==> config.mk <==
export PLATFORM = sky130hd
export DESIGN_NAME = wait_for_graph_cycle_detect
export DESIGN_NICKNAME = d
export VERILOG_FILES = /design/src/sv/wfg_pkg.sv /design/src/sv/wfg_ctrl.sv /design/src/sv/wfg_dp.sv /design/src/sv/wait_for_graph_cycle_detect.sv
export SDC_FILE = /design/constraint.sdc
export NUM_CORES = 1
export LEC_CHECK = 0
export BUFFER_PORTS_ARGS = -buffer_cell sky130_fd_sc_hd__buf_2
export CORE_MARGIN = 2
export CORE_UTILIZATION = 52
export DETAILED_ROUTE_END_ITERATION = 8
export PLACE_DENSITY = 0.7
export SLEW_MARGIN = 20
export SYNTH_ARGS = -nofsm -noshare
export SYNTH_HDL_FRONTEND = slang
export SYNTH_SLANG_ARGS = --single-unit
==> constraint.sdc <==
create_clock -name i_clk -period 6.6 [get_ports i_clk]
set_clock_uncertainty 0.05 [all_clocks]
set_input_delay 0.33 -clock i_clk [delete_from_list [all_inputs] [get_ports i_clk]]
set_output_delay 0.33 -clock i_clk [all_outputs]
set_load 0.01 [all_outputs]
==> src/sv/wfg_pkg.sv <==
// shared types, constants and helpers for the wait-for graph cycle detector
// no dependencies
`default_nettype none
package wfg_pkg;

    localparam int NODE_W       = 4;
    localparam int MASK_W       = 16;
    localparam int CNT_W        = 5;
    localparam int MAX_PROCS_DEF = 16;
    localparam int ROW_CAP      = 16;
    localparam logic [CNT_W-1:0] PCOUNT_RST = 5'd16;

    localparam logic CFG_PCOUNT = 1'b0;
    localparam logic CFG_PREV   = 1'b1;

    localparam logic MODE_WRITE  = 1'b0;
    localparam logic MODE_DETECT = 1'b1;

    typedef struct packed {
        logic do_write;
        logic init;
        logic push_root;
        logic step;
        logic emit_path;
        logic emit_close;
        logic emit_none;
    } t_cmd;

    typedef struct packed {
        logic has_unvisited;
        logic has_nbr;
        logic nbr_new;
        logic nbr_on_stack;
        logic depth_one;
        logic emit_end;
    } t_status;

    function automatic logic [NODE_W-1:0] lowest_set(input logic [MASK_W-1:0] v);
        logic [NODE_W-1:0] idx;
        idx = '0;
        for (int i = MASK_W - 1; i >= 0; i--) begin
            if (v[i]) begin
                idx = NODE_W'(i);
            end
        end
        return idx;
    endfunction

endpackage
`default_nettype wire

==> src/sv/wfg_ctrl.sv <==
// controller state machine for the wait-for graph cycle detector
// depends on wfg_pkg (command and status structs)
`default_nettype none
module wfg_ctrl (
    input  wire              i_clk,
    input  wire              i_rst_n,
    input  wire              i_start,
    input  wire              i_mode,
    input  wfg_pkg::t_status i_status,
    output wfg_pkg::t_cmd    o_cmd,
    output logic             o_busy
);
    localparam logic [2:0] S_IDLE  = 3'd0;
    localparam logic [2:0] S_ROOT  = 3'd1;
    localparam logic [2:0] S_SCAN  = 3'd2;
    localparam logic [2:0] S_EMIT  = 3'd3;
    localparam logic [2:0] S_CLOSE = 3'd4;

    logic [2:0] r_state;
    logic [2:0] n_state;

    always_ff @(posedge i_clk) begin
        if (!i_rst_n) begin
            r_state <= S_IDLE;
        end else begin
            r_state <= n_state;
        end
    end

    always_comb begin
        n_state = r_state;
        o_cmd   = '0;
        case (r_state)
            S_IDLE: begin
                if (i_start) begin
                    if (i_mode == wfg_pkg::MODE_WRITE) begin
                        o_cmd.do_write = 1'b1;
                    end else begin
                        o_cmd.init = 1'b1;
                        n_state    = S_ROOT;
                    end
                end
            end
            S_ROOT: begin
                if (i_status.has_unvisited) begin
                    o_cmd.push_root = 1'b1;
                    n_state         = S_SCAN;
                end else begin
                    o_cmd.emit_none = 1'b1;
                    n_state         = S_IDLE;
                end
            end
            S_SCAN: begin
                o_cmd.step = 1'b1;
                if (!i_status.has_nbr) begin
                    if (i_status.depth_one) begin
                        n_state = S_ROOT;
                    end
                end else if (!i_status.nbr_new && i_status.nbr_on_stack) begin
                    n_state = S_EMIT;
                end
            end
            S_EMIT: begin
                o_cmd.emit_path = 1'b1;
                if (i_status.emit_end) begin
                    n_state = S_CLOSE;
                end
            end
            S_CLOSE: begin
                o_cmd.emit_close = 1'b1;
                n_state          = S_IDLE;
            end
            default: begin
                n_state = S_IDLE;
            end
        endcase
    end

    assign o_busy = (r_state != S_IDLE);

endmodule
`default_nettype wire

==> src/sv/wfg_dp.sv <==
// datapath: wait rows, search marks, path stack, cursors and result register
// depends on wfg_pkg; driven by wfg_ctrl commands
`default_nettype none
module wfg_dp #(
    parameter int ROW_LIMIT = 16
) (
    input  wire                                i_clk,
    input  wire                                i_rst_n,
    input  wire                                i_cfg_we,
    input  wire                                i_cfg_index,
    input  wire  [wfg_pkg::CNT_W-1:0]          i_cfg_data,
    input  wire  [wfg_pkg::NODE_W-1:0]         i_process,
    input  wire  [wfg_pkg::MASK_W-1:0]         i_wait_mask,
    input  wfg_pkg::t_cmd                      i_cmd,
    output wfg_pkg::t_status                   o_status,
    output logic                               o_valid,
    output logic                               o_found,
    output logic [wfg_pkg::NODE_W-1:0]         o_node,
    output logic                               o_is_closing,
    output logic [wfg_pkg::MASK_W-1:0]         o_stored_row,
    output logic [wfg_pkg::MASK_W-1:0]         o_rejected_bits,
    output logic                               o_bad_index,
    output logic                               o_last
);
    localparam int IDX_W = $clog2(ROW_LIMIT);
    localparam int DEP_W = $clog2(ROW_LIMIT + 1);
    localparam logic [wfg_pkg::CNT_W-1:0] LIMIT_C = wfg_pkg::CNT_W'(ROW_LIMIT);

    logic [wfg_pkg::CNT_W-1:0]  r_pcount;
    logic                       r_prev;
    logic [wfg_pkg::MASK_W-1:0] r_rows [ROW_LIMIT];
    logic [wfg_pkg::MASK_W-1:0] r_visited;
    logic [wfg_pkg::MASK_W-1:0] r_onstk;
    logic [wfg_pkg::NODE_W-1:0] r_stack [ROW_LIMIT];
    logic [wfg_pkg::CNT_W-1:0]  r_cur [ROW_LIMIT];
    logic [DEP_W-1:0]           r_depth;
    logic [DEP_W-1:0]           r_emit_idx;
    logic [wfg_pkg::NODE_W-1:0] r_close;

    logic                       r_valid;
    logic                       r_found;
    logic [wfg_pkg::NODE_W-1:0] r_node;
    logic                       r_is_closing;
    logic [wfg_pkg::MASK_W-1:0] r_stored_row;
    logic [wfg_pkg::MASK_W-1:0] r_rejected_bits;
    logic                       r_bad_index;
    logic                       r_last;

    logic [wfg_pkg::CNT_W-1:0]  eff_n;
    logic [wfg_pkg::MASK_W-1:0] cmask;
    logic [wfg_pkg::MASK_W-1:0] low_mask;
    logic [wfg_pkg::MASK_W-1:0] wr_mask;
    logic [wfg_pkg::MASK_W-1:0] unvisited;
    logic [wfg_pkg::NODE_W-1:0] root_sel;
    logic [DEP_W-1:0]           lvl;
    logic [wfg_pkg::NODE_W-1:0] top;
    logic [wfg_pkg::CNT_W-1:0]  cur;
    logic [wfg_pkg::MASK_W-1:0] cur_mask;
    logic [wfg_pkg::MASK_W-1:0] cand;
    logic [wfg_pkg::NODE_W-1:0] nbr;
    logic                       bad;

    always_comb begin
        if (r_pcount == '0) begin
            eff_n = wfg_pkg::CNT_W'(1);
        end else if (r_pcount > LIMIT_C) begin
            eff_n = LIMIT_C;
        end else begin
            eff_n = r_pcount;
        end
        for (int i = 0; i < wfg_pkg::MASK_W; i++) begin
            cmask[i]    = (wfg_pkg::CNT_W'(i) < eff_n);
            low_mask[i] = (wfg_pkg::NODE_W'(i) <= i_process);
        end
    end

    assign bad     = ({1'b0, i_process} >= eff_n);
    assign wr_mask = i_wait_mask & cmask;

    assign unvisited = ~r_visited & cmask;
    assign root_sel  = wfg_pkg::lowest_set(unvisited);

    assign lvl = r_depth - DEP_W'(1);
    assign top = r_stack[lvl[IDX_W-1:0]];
    assign cur = r_cur[lvl[IDX_W-1:0]];

    always_comb begin
        for (int i = 0; i < wfg_pkg::MASK_W; i++) begin
            cur_mask[i] = (wfg_pkg::CNT_W'(i) >= cur);
        end
    end

    assign cand = r_rows[top[IDX_W-1:0]] & cmask & cur_mask;
    assign nbr  = wfg_pkg::lowest_set(cand);

    assign o_status.has_unvisited = |unvisited;
    assign o_status.has_nbr       = |cand;
    assign o_status.nbr_new       = !r_visited[nbr];
    assign o_status.nbr_on_stack  = r_onstk[nbr];
    assign o_status.depth_one     = (r_depth == DEP_W'(1));
    assign o_status.emit_end      = (r_emit_idx == lvl);

    // configuration and wait rows
    always_ff @(posedge i_clk) begin
        if (!i_rst_n) begin
            r_pcount <= wfg_pkg::PCOUNT_RST;
            r_prev   <= 1'b0;
            for (int i = 0; i < ROW_LIMIT; i++) begin
                r_rows[i] <= '0;
            end
        end else begin
            if (i_cfg_we) begin
                case (i_cfg_index)
                    wfg_pkg::CFG_PCOUNT: r_pcount <= i_cfg_data;
                    wfg_pkg::CFG_PREV:   r_prev   <= i_cfg_data[0];
                    default: ;
                endcase
            end
            if (i_cmd.do_write && !bad) begin
                r_rows[i_process[IDX_W-1:0]] <= r_prev ? (wr_mask & ~low_mask) : wr_mask;
            end
        end
    end

    // search marks and depth
    always_ff @(posedge i_clk) begin
        if (!i_rst_n) begin
            r_visited <= '0;
            r_onstk   <= '0;
            r_depth   <= '0;
        end else if (i_cmd.init) begin
            r_visited <= '0;
            r_onstk   <= '0;
            r_depth   <= '0;
        end else if (i_cmd.push_root) begin
            r_visited[root_sel] <= 1'b1;
            r_onstk[root_sel]   <= 1'b1;
            r_depth             <= r_depth + DEP_W'(1);
        end else if (i_cmd.step) begin
            if (!(|cand)) begin
                r_onstk[top] <= 1'b0;
                r_depth      <= lvl;
            end else if (!r_visited[nbr]) begin
                r_visited[nbr] <= 1'b1;
                r_onstk[nbr]   <= 1'b1;
                r_depth        <= r_depth + DEP_W'(1);
            end
        end
    end

    // path stack, cursors, emit pointer
    always_ff @(posedge i_clk) begin
        if (i_cmd.push_root) begin
            r_stack[r_depth[IDX_W-1:0]] <= root_sel;
            r_cur[r_depth[IDX_W-1:0]]   <= '0;
        end else if (i_cmd.step && (|cand)) begin
            r_cur[lvl[IDX_W-1:0]] <= {1'b0, nbr} + wfg_pkg::CNT_W'(1);
            if (!r_visited[nbr]) begin
                r_stack[r_depth[IDX_W-1:0]] <= nbr;
                r_cur[r_depth[IDX_W-1:0]]   <= '0;
            end
        end
        if (i_cmd.step) begin
            r_close    <= nbr;
            r_emit_idx <= '0;
        end else if (i_cmd.emit_path) begin
            r_emit_idx <= r_emit_idx + DEP_W'(1);
        end
    end

    // result register
    always_ff @(posedge i_clk) begin
        if (!i_rst_n) begin
            r_valid <= 1'b0;
        end else begin
            r_valid <= i_cmd.do_write | i_cmd.emit_path | i_cmd.emit_close | i_cmd.emit_none;
        end
    end

    always_ff @(posedge i_clk) begin
        r_found      <= i_cmd.emit_path | i_cmd.emit_close;
        r_is_closing <= i_cmd.emit_close;
        r_last       <= !i_cmd.emit_path;
        r_bad_index  <= i_cmd.do_write & bad;
        if (i_cmd.do_write && !bad) begin
            r_stored_row    <= r_prev ? (wr_mask & ~low_mask) : wr_mask;
            r_rejected_bits <= r_prev ? (wr_mask & low_mask) : '0;
        end else begin
            r_stored_row    <= '0;
            r_rejected_bits <= '0;
        end
        if (i_cmd.emit_path) begin
            r_node <= r_stack[r_emit_idx[IDX_W-1:0]];
        end else if (i_cmd.emit_close) begin
            r_node <= r_close;
        end else begin
            r_node <= '0;
        end
    end

    assign o_valid         = r_valid;
    assign o_found         = r_found;
    assign o_node          = r_node;
    assign o_is_closing    = r_is_closing;
    assign o_stored_row    = r_stored_row;
    assign o_rejected_bits = r_rejected_bits;
    assign o_bad_index     = r_bad_index;
    assign o_last          = r_last;

endmodule
`default_nettype wire

==> src/sv/wait_for_graph_cycle_detect.sv <==
// top level of the wait-for graph cycle detector
// depends on wfg_pkg, wfg_ctrl, wfg_dp
//
// channel   direction  handshake             payload
// request   in         i_start & !o_busy     i_mode, i_process, i_wait_mask
// result    out        o_valid (one cycle)   o_found, o_node, o_is_closing,
//                                            o_stored_row, o_rejected_bits,
//                                            o_bad_index, o_last
// config    in         i_cfg_we              i_cfg_index, i_cfg_data
//
// a write request is done from the idle state; its result shows the next cycle and o_busy stays low
// a detect request walks the graph one edge or one pop per cycle in the scan state
// results of a detection come on consecutive cycles, the last one with o_last
// synchronous active-low reset clears the rows, marks and state; no clearing pass
// the receiver cannot stall; results are never held
`default_nettype none
module wait_for_graph_cycle_detect #(
    parameter int MAX_PROCS = wfg_pkg::MAX_PROCS_DEF
) (
    input  wire                          i_clk,
    input  wire                          i_rst_n,
    input  wire                          i_start,
    output logic                         o_busy,
    input  wire                          i_mode,
    input  wire  [wfg_pkg::NODE_W-1:0]   i_process,
    input  wire  [wfg_pkg::MASK_W-1:0]   i_wait_mask,
    input  wire                          i_cfg_we,
    input  wire                          i_cfg_index,
    input  wire  [wfg_pkg::CNT_W-1:0]    i_cfg_data,
    output logic                         o_valid,
    output logic                         o_found,
    output logic [wfg_pkg::NODE_W-1:0]   o_node,
    output logic                         o_is_closing,
    output logic [wfg_pkg::MASK_W-1:0]   o_stored_row,
    output logic [wfg_pkg::MASK_W-1:0]   o_rejected_bits,
    output logic                         o_bad_index,
    output logic                         o_last
);
    localparam int ROW_LIMIT = (MAX_PROCS < wfg_pkg::ROW_CAP) ? MAX_PROCS : wfg_pkg::ROW_CAP;

    wfg_pkg::t_cmd    cmd;
    wfg_pkg::t_status status;

    wfg_ctrl u_ctrl (
        .i_clk    (i_clk),
        .i_rst_n  (i_rst_n),
        .i_start  (i_start),
        .i_mode   (i_mode),
        .i_status (status),
        .o_cmd    (cmd),
        .o_busy   (o_busy)
    );

    wfg_dp #(
        .ROW_LIMIT (ROW_LIMIT)
    ) u_dp (
        .i_clk           (i_clk),
        .i_rst_n         (i_rst_n),
        .i_cfg_we        (i_cfg_we),
        .i_cfg_index     (i_cfg_index),
        .i_cfg_data      (i_cfg_data),
        .i_process       (i_process),
        .i_wait_mask     (i_wait_mask),
        .i_cmd           (cmd),
        .o_status        (status),
        .o_valid         (o_valid),
        .o_found         (o_found),
        .o_node          (o_node),
        .o_is_closing    (o_is_closing),
        .o_stored_row    (o_stored_row),
        .o_rejected_bits (o_rejected_bits),
        .o_bad_index     (o_bad_index),
        .o_last          (o_last)
    );

    a_close_is_last: assert property (@(posedge i_clk) disable iff (!i_rst_n)
        o_valid && o_is_closing |-> o_last && o_found)
        else $error("closing result not marked last and found");

    a_write_one_cycle: assert property (@(posedge i_clk) disable iff (!i_rst_n)
        i_start && !o_busy && (i_mode == wfg_pkg::MODE_WRITE) |=> o_valid && o_last)
        else $error("write request gave no result next cycle");

    a_path_continues: assert property (@(posedge i_clk) disable iff (!i_rst_n)
        o_valid && !o_last |=> o_valid)
        else $error("path result not followed by another result");

    a_last_idle: assert property (@(posedge i_clk) disable iff (!i_rst_n)
        o_valid && o_last |-> !o_busy)
        else $error("final result shown while still busy");

endmodule
`default_nettype wire

==> impl_metrics.yaml, run 1 <==
pwr:
  internal-power_mw: 8.62
  p_seq_share_pct: 24.6
  combPwrFrac_pct: 56.5
  total_power_mw: 16.2
  ir_worst_vdd_mv: 0.908
  switching_share_pct: 46.9
  p_leak_nw: 9.98
  p_clk_share_pct: 18.9
  p_sw_mw: 7.62
  power_density_mw_per_mm2: 594
route:
  highest_layer: "met4"
  vias: 18228
  wl_met2_um: 34900
  wl_um: 76100
  viasPerCell: 6.42
  wl_met3_um: 8400
  drt_pass1_iterations: 6
  drt_iter0_markers: 2443
  wl_per_cell_um: 26.8
  wl_met1_um: 29300
  drcViolationCount: 0
  ant_nets: 0
sta:
  drv_slew: 0
  whs_ps: 40.8
  setup_violations: 0
  hold_viol_final: 0
  finalCritPeriodShare_pct: 95.5
  slew_headroom_pct: 19.1
  worstMarginPinSlew_ps: 1210
  post-route-min-period_ps: 6300
  worst_slack_ps: 297
  fmax_mhz: 159
  rsz0062_at_grt: "false"
worst_setup_path:
  required_ps: 6870
  critPathCaptureType: "flop"
  critPathCapture: "u_dp.r_cur[4][3]"
  arrival_ps: 6570
  cp-start-kind: "flop"
  reg2reg_slack_ps: 300
  crit_type: "reg2reg"
  startpoint: "u_dp.r_depth[0]"
  ff2ff_path_depth: 17
  reg2reg_to: "u_dp.r_cur[4][3]"
  cp_max_fo: 29
  r2r_start: "u_dp.r_depth[0]"
floorplanning:
  chipHeight_um: 217
  rows: 77
  ioPinCount: 73
  start_util_pct: 53.0
  die_w_um: 217
  fp.coreArea_mm2: 0.0444
  dieArea_mm2: 0.0470
clock_tree:
  clkSinkCount: 500
  cts_tree: "built"
  clockRootBuffer: "clkbuf_16"
  htreeDepth: 2
  clockBufferDepth: 3
  cts_buffers: 51
  cts.reportedPaths.clkPinSlew_ps: 70
  clkLatencyLatePin_ps: 610
logic_synthesis:
  synth_edf_count: 404
  yosys_warnings: 0
  ys.flop_type: "edfxtp_1"
  synth_area_mm2: 0.0235
  synth_seq_cells: 500
  synthTopCellsByArea: "edfxtp_1 52%, dfxtp_1 8.2%, nor2_1 7.1%, mux4_2 5.6%, mux2i_1 3.1%"
  syn_inst: 2043
  synthArstFlopShare_pct: 0
  post-synth-top-area-cell: "edfxtp_1"
  ys_types: 85
  syn_avg_cell_area_um2: 11.5
  yosysMostFrequentCell: "nor2_1"
  synth_fp_nets: 2089
  yosysSeqAreaShare_pct: 59.7
  yosysTopAreaCellShare_pct: 51.5
  yosys-top-cells-count: "443 x nor2_1, 404 x edfxtp_1, 183 x nand2_1"
global_route:
  grt_pass1_wl_um: 113000
  first_global_vias: 17610
  grt_max_degree: 53
  antenna_found_initial: 0
  gr-usage-all-layers_pct: 32.4
  overflow: 0
flow_run:
  maxCapViolations: 0
finish:
  final_core_util_pct: 61.5
  num-fill-cells: 3415
  final_cell_area_mm2: 0.0273
  syn_to_final_growth_pct: 16.1
  insertedDiodeCount: 0
  layout.nets: 2251
  drive_above_1_share_pct: 18.9
place:
  hpwl_um: 51600
  port_buffers: 72
  dp_slack_ps: -20.7
  place_congestion: 1.02
  placed_area_mm2: 0.0253
outcome:
  outcome: "finished clean"
hold_path:
  hp-class: "in2reg"
  whs_path_depth: 3
-- cells in the final DEF (no fill, tap or decap), types with 8 or more instances in the layout --
| cell | instances |
|---|---|
| nand2_1 | 181 |
| nor2_1 | 441 |
| bufinv_16 | 8 |
| buf_2 | 72 |
| o21ai_0 | 69 |
| mux2_2 | 11 |
| a31oi_1 | 20 |
| buf_12 | 9 |
| nand3b_1 | 8 |
| and3_1 | 29 |
| nor3_1 | 21 |
| nor4_1 | 10 |
| o211ai_1 | 11 |
| inv_1 | 34 |
| nand3_1 | 55 |
| or3_1 | 10 |
| edfxtp_1 | 404 |
| buf_4 | 143 |
| nor4b_1 | 8 |
| nor2b_1 | 12 |
| or2_2 | 8 |
| dfxtp_1 | 94 |
| nand2b_1 | 24 |
| ha_1 | 15 |
| a211o_1 | 8 |
| xnor2_1 | 11 |
| and2_1 | 8 |
| a311oi_1 | 12 |
| mux4_2 | 59 |
| a211oi_1 | 24 |
| clkbuf_16 | 52 |
| mux2i_1 | 72 |
| o22ai_1 | 21 |
| dlygate4sd3_1 | 18 |
| nand4_1 | 12 |
| a21o_1 | 8 |
| a21oi_1 | 60 |
-- critical path, stage by stage (launching register included) --
cell and delay, ps:
dfxtp_2 330, buf_4 420, buf_4 400, mux4_2 570, mux4_2 630, or3_1 520
nor4_1 570, o211a_1 390, nor4_4 70, and2_1 250, a32o_1 280, a2111o_1 410
nand3_1 150, a41o_2 300, nand2_1 90, buf_4 170, o21ai_0 210, buf_4 190
-- registers in the layout, summed over array words and instances, names as in the netlist, 3 cells and up, named ones only --
name	cells
u_dp.o_stored_row	16
u_dp.r_emit_idx	5
u_dp.o_rejected_bits	16
u_dp.r_depth	5
u_dp.r_cur	80
u_dp.r_close	4
u_dp.r_stack	64
u_dp.r_pcount	5
u_dp.r_visited	16
u_dp.r_rows	256
u_dp.o_node	4
u_ctrl.r_state	3
u_dp.r_onstk	16
-- kinds of logic after synthesis --
logic type / share of synthesized area (%)
DFF: 59.7
and+or+nand+nor: 16.0
buffers and inverters: 3.31
AOI/OAI and AO/OA: 10.1
adders and majority gates: 0.797
muxes: 9.51
xor gates and xnor gates: 0.558
-- worst min-delay path by stage --
stage,start,endpoint,slack (ps)
2_1_floorplan,u_dp.r_visited[10],u_dp.r_visited[10],380
3_3_place_gp,u_dp.r_onstk[8],u_dp.r_onstk[8],410
3_5_place_dp,u_dp.r_onstk[0],u_dp.r_onstk[0],410
4_1_cts,i_wait_mask[13],u_dp.o_rejected_bits[13],20
5_1_grt,i_wait_mask[13],u_dp.o_rejected_bits[13],50
6_report,i_wait_mask[13],u_dp.o_rejected_bits[13],40
-- final cells by class --
| cell class | count | area [um^2] | area share, % |
|---|---|---|---|
| Inverter | 35 | 131 | 0.481 |
| Timing Repair Buffer | 243 | 1810 | 6.61 |
| Tap cell | 592 | 741 | 2.71 |
| Sequential cell | 500 | 14100 | 51.4 |
| Clock inverter | 35 | 425 | 1.56 |
| Multi-Input combinational cell | 1374 | 8830 | 32.3 |
| Clock buffer | 60 | 1340 | 4.91 |
-- what timing repair did --
| item | in CTS | in global routing |
|---|---|---|
| setup endpoints to repair | 51 | 281 |
| hold buffers | 18 | 0 |
| hold endpoints to repair | 17 | 0 |
| setup buffers | 0 | 1 |
| pin swaps | 0 | 1 |
| resized for setup | 1 | 20 |
| cloned | 0 | 0 |
-- through the flow --
step / TNS [ps] / std cells
2_1_floorplan: 0 / 2043
3_3_place_gp: -314 / 2725
3_5_place_dp: -103 / 2725
4_1_cts: 0 / 2838
5_1_grt: 0 / 2839
6_report: 0 / 2839
-- metal layers --
layer,global-route usage (%),vias up
met5,0,-
met4,14.7,0
met3,6.81,208
met2,50.2,1192
met1,44.5,8953
li1,-,7875
-- power by group through the flow --
stage          clock (mW)  combinational, mW  sequential (mW)
2_1_floorplan           0               5.22             3.95
3_3_place_gp            0               8.84             4.04
4_1_cts              3.09               8.85             3.98
5_1_grt              3.20               9.59             4.01
6_report             3.07               9.18             3.99
3_5_place_dp            0               8.78             4.04
Note: power is estimated with default switching activity, not from simulation.
==> run 2: changes to the inputs <==
--- a/config.mk
+++ b/config.mk
@@ -6,7 +6,7 @@
 export NUM_CORES = 1
 export LEC_CHECK = 0
 export BUFFER_PORTS_ARGS = -buffer_cell sky130_fd_sc_hd__buf_2
-export CORE_MARGIN = 2
+export CORE_MARGIN = 4
 export CORE_UTILIZATION = 52
 export DETAILED_ROUTE_END_ITERATION = 8
 export PLACE_DENSITY = 0.7
==> impl_metrics.yaml, run 2 (synthesized netlist as in run 1, its figures left out) <==
outcome:
  outcome: "finished clean"
global_route:
  gr-usage-all-layers_pct: 31.6
  antenna_found_initial: 3
  grt_pass1_wl_um: 113000
  overflow: 0
  first_global_vias: 17732
  grt_max_degree: 46
finish:
  drive_above_1_share_pct: 17.9
  layout_commonest_cell: "nor2_1"
  final_cell_mix: "441 x nor2_1, 404 x edfxtp_1, 178 x nand2_1"
  final_cell_area_mm2: 0.0272
  layout.nets: 2233
  insertedDiodeCount: 0
  syn_to_final_growth_pct: 15.6
  top_register: "u_dp.r_rows"
  largest_register_ffs: 256
pwr:
  ir_worst_vdd_mv: 0.819
  p_clk_share_pct: 19.0
  p_seq_share_pct: 24.5
  switching_share_pct: 47.0
  internal-power_mw: 8.65
  p_leak_nw: 9.90
  combPwrFrac_pct: 56.5
  power_density_mw_per_mm2: 600
  p_sw_mw: 7.66
worst_setup_path:
  cp_max_fo: 40
  r2r_start: "u_dp.r_depth[1]"
  arrival_ps: 6640
  crit_type: "reg2reg"
  required_ps: 6880
  startpoint: "u_dp.r_depth[1]"
  critPathCaptureType: "flop"
  cp-start-kind: "flop"
hold_path:
  hp-class: "in2reg"
  min_from: "i_wait_mask[9]"
floorplanning:
  die_w_um: 221
  start_util_pct: 52.9
  rows: 77
  chipHeight_um: 221
  fp.coreArea_mm2: 0.0445
  ioPinCount: 73
  dieArea_mm2: 0.0487
sta:
  finalCritPeriodShare_pct: 96.4
  post-route-min-period_ps: 6360
  worstMarginPinSlew_ps: 1190
  fmax_mhz: 157
  hold_viol_final: 0
  rsz0062_at_grt: "false"
  drv_slew: 0
  setup_violations: 0
  slew_headroom_pct: 20.6
  worst_slack_ps: 239
clock_tree:
  clkSinkCount: 500
  cts_buffers: 53
  htreeDepth: 2
  clkLatencyLatePin_ps: 630
  cts.reportedPaths.clkPinSlew_ps: 70
  clockRootBuffer: "clkbuf_16"
  cts_tree: "built"
  clockBufferDepth: 3
  post_cts_buffers: 0
route:
  drcViolationCount: 0
  viasPerCell: 6.44
  ant_nets: 0
  wl_um: 77900
  drt_iter0_markers: 2316
  vias: 18191
  drt_pass1_iterations: 5
  wl_per_cell_um: 27.6
place:
  placed_area_mm2: 0.0252
  dp_slack_ps: -114
  port_buffers: 72
  hpwl_um: 52900
  place_congestion: 0.989
flow_run:
  maxCapViolations: 0
## run 2: cell types whose count changed in the layout (fill, tap and decap cells not counted), sizes merged
cell and change:
clkinv +8, buf -21, inv -2, clkbuf +3, clkinvlp -4, dlygate4sd3 +1
## run 2: path summary, 6_finish.rpt
| check | slack (ps) | cells after the start | endpoint |
|---|---|---|---|
| hold reg to reg | 430 | 2 | u_dp.r_onstk[14] |
| hold / removal | 20 | 3 | u_dp.o_rejected_bits[9] |
| setup reg to reg | 240 | 20 | u_dp.r_cur[14][3] |
| setup / recovery | 240 | 20 | u_dp.r_cur[14][3] |
## run 2: critical path, stage by stage (launching register included)
cell and delay, ps:
dfxtp_2 420, inv_1 130, ha_1 350, buf_12 240, mux4_2 350, mux2_2 350
nand2_2 170, buf_4 380, a31oi_1 220, a221oi_1 360, nor3_1 110, nor4_2 660
nor4_4 120, and2_1 250, a32o_1 280, a2111o_1 420, nand3_1 140, a41o_2 310
nand2_2 230, o21ai_0 280, buf_4 190
## run 2: power groups by stage
stage | registers (mW) | clock network (mW) | logic (mW)
after global placement | 4.04 | 0 | 8.90
after CTS | 3.99 | 3.11 | 8.92
after detailed placement | 4.05 | 0 | 8.88
after global routing | 4.02 | 3.24 | 9.58
final | 4.00 | 3.11 | 9.21
after floorplan | 3.95 | 0 | 5.22
## run 2: layout make-up
type	count	area, um^2
Clock inverter	37	398
Tap cell	592	741
Sequential cell	500	14100
Multi-Input combinational cell	1374	8820
Fill cell	3523	17300
Inverter	35	131
Clock buffer	63	1380
Timing Repair Buffer	223	1680
## run 2: repair_timing
item,CTS,global route
resized for setup,3,13
hold buffers,19,0
endpoints found under the setup margin,144,275
endpoints found under the hold margin,17,0
## run 2: routing by layer
| metal | vias up | share of wire [%] | GRT usage [%] |
|---|---|---|---|
| met5 | - | 0.044 | 0 |
| met4 | 4 | 5.5 | 15.7 |
| met3 | 233 | 10 | 7.24 |
| met2 | 1138 | 46 | 49.2 |
| met1 | 8958 | 38 | 42.2 |
| li1 | 7858 | - | - |
## run 2: through the flow
stage,hold slack [ps],power (mW),setup TNS [ps],utilization [%],std cells
after CTS,11.0,16.0,0,61.0,2824
after global placement,412,12.9,0,56.5,2703
final,21.9,16.3,0,61.1,2824
after global routing,25.2,16.8,0,61.1,2824
after floorplan,384,9.17,0,-,2043
after detailed placement,417,12.9,-6240,56.5,2705
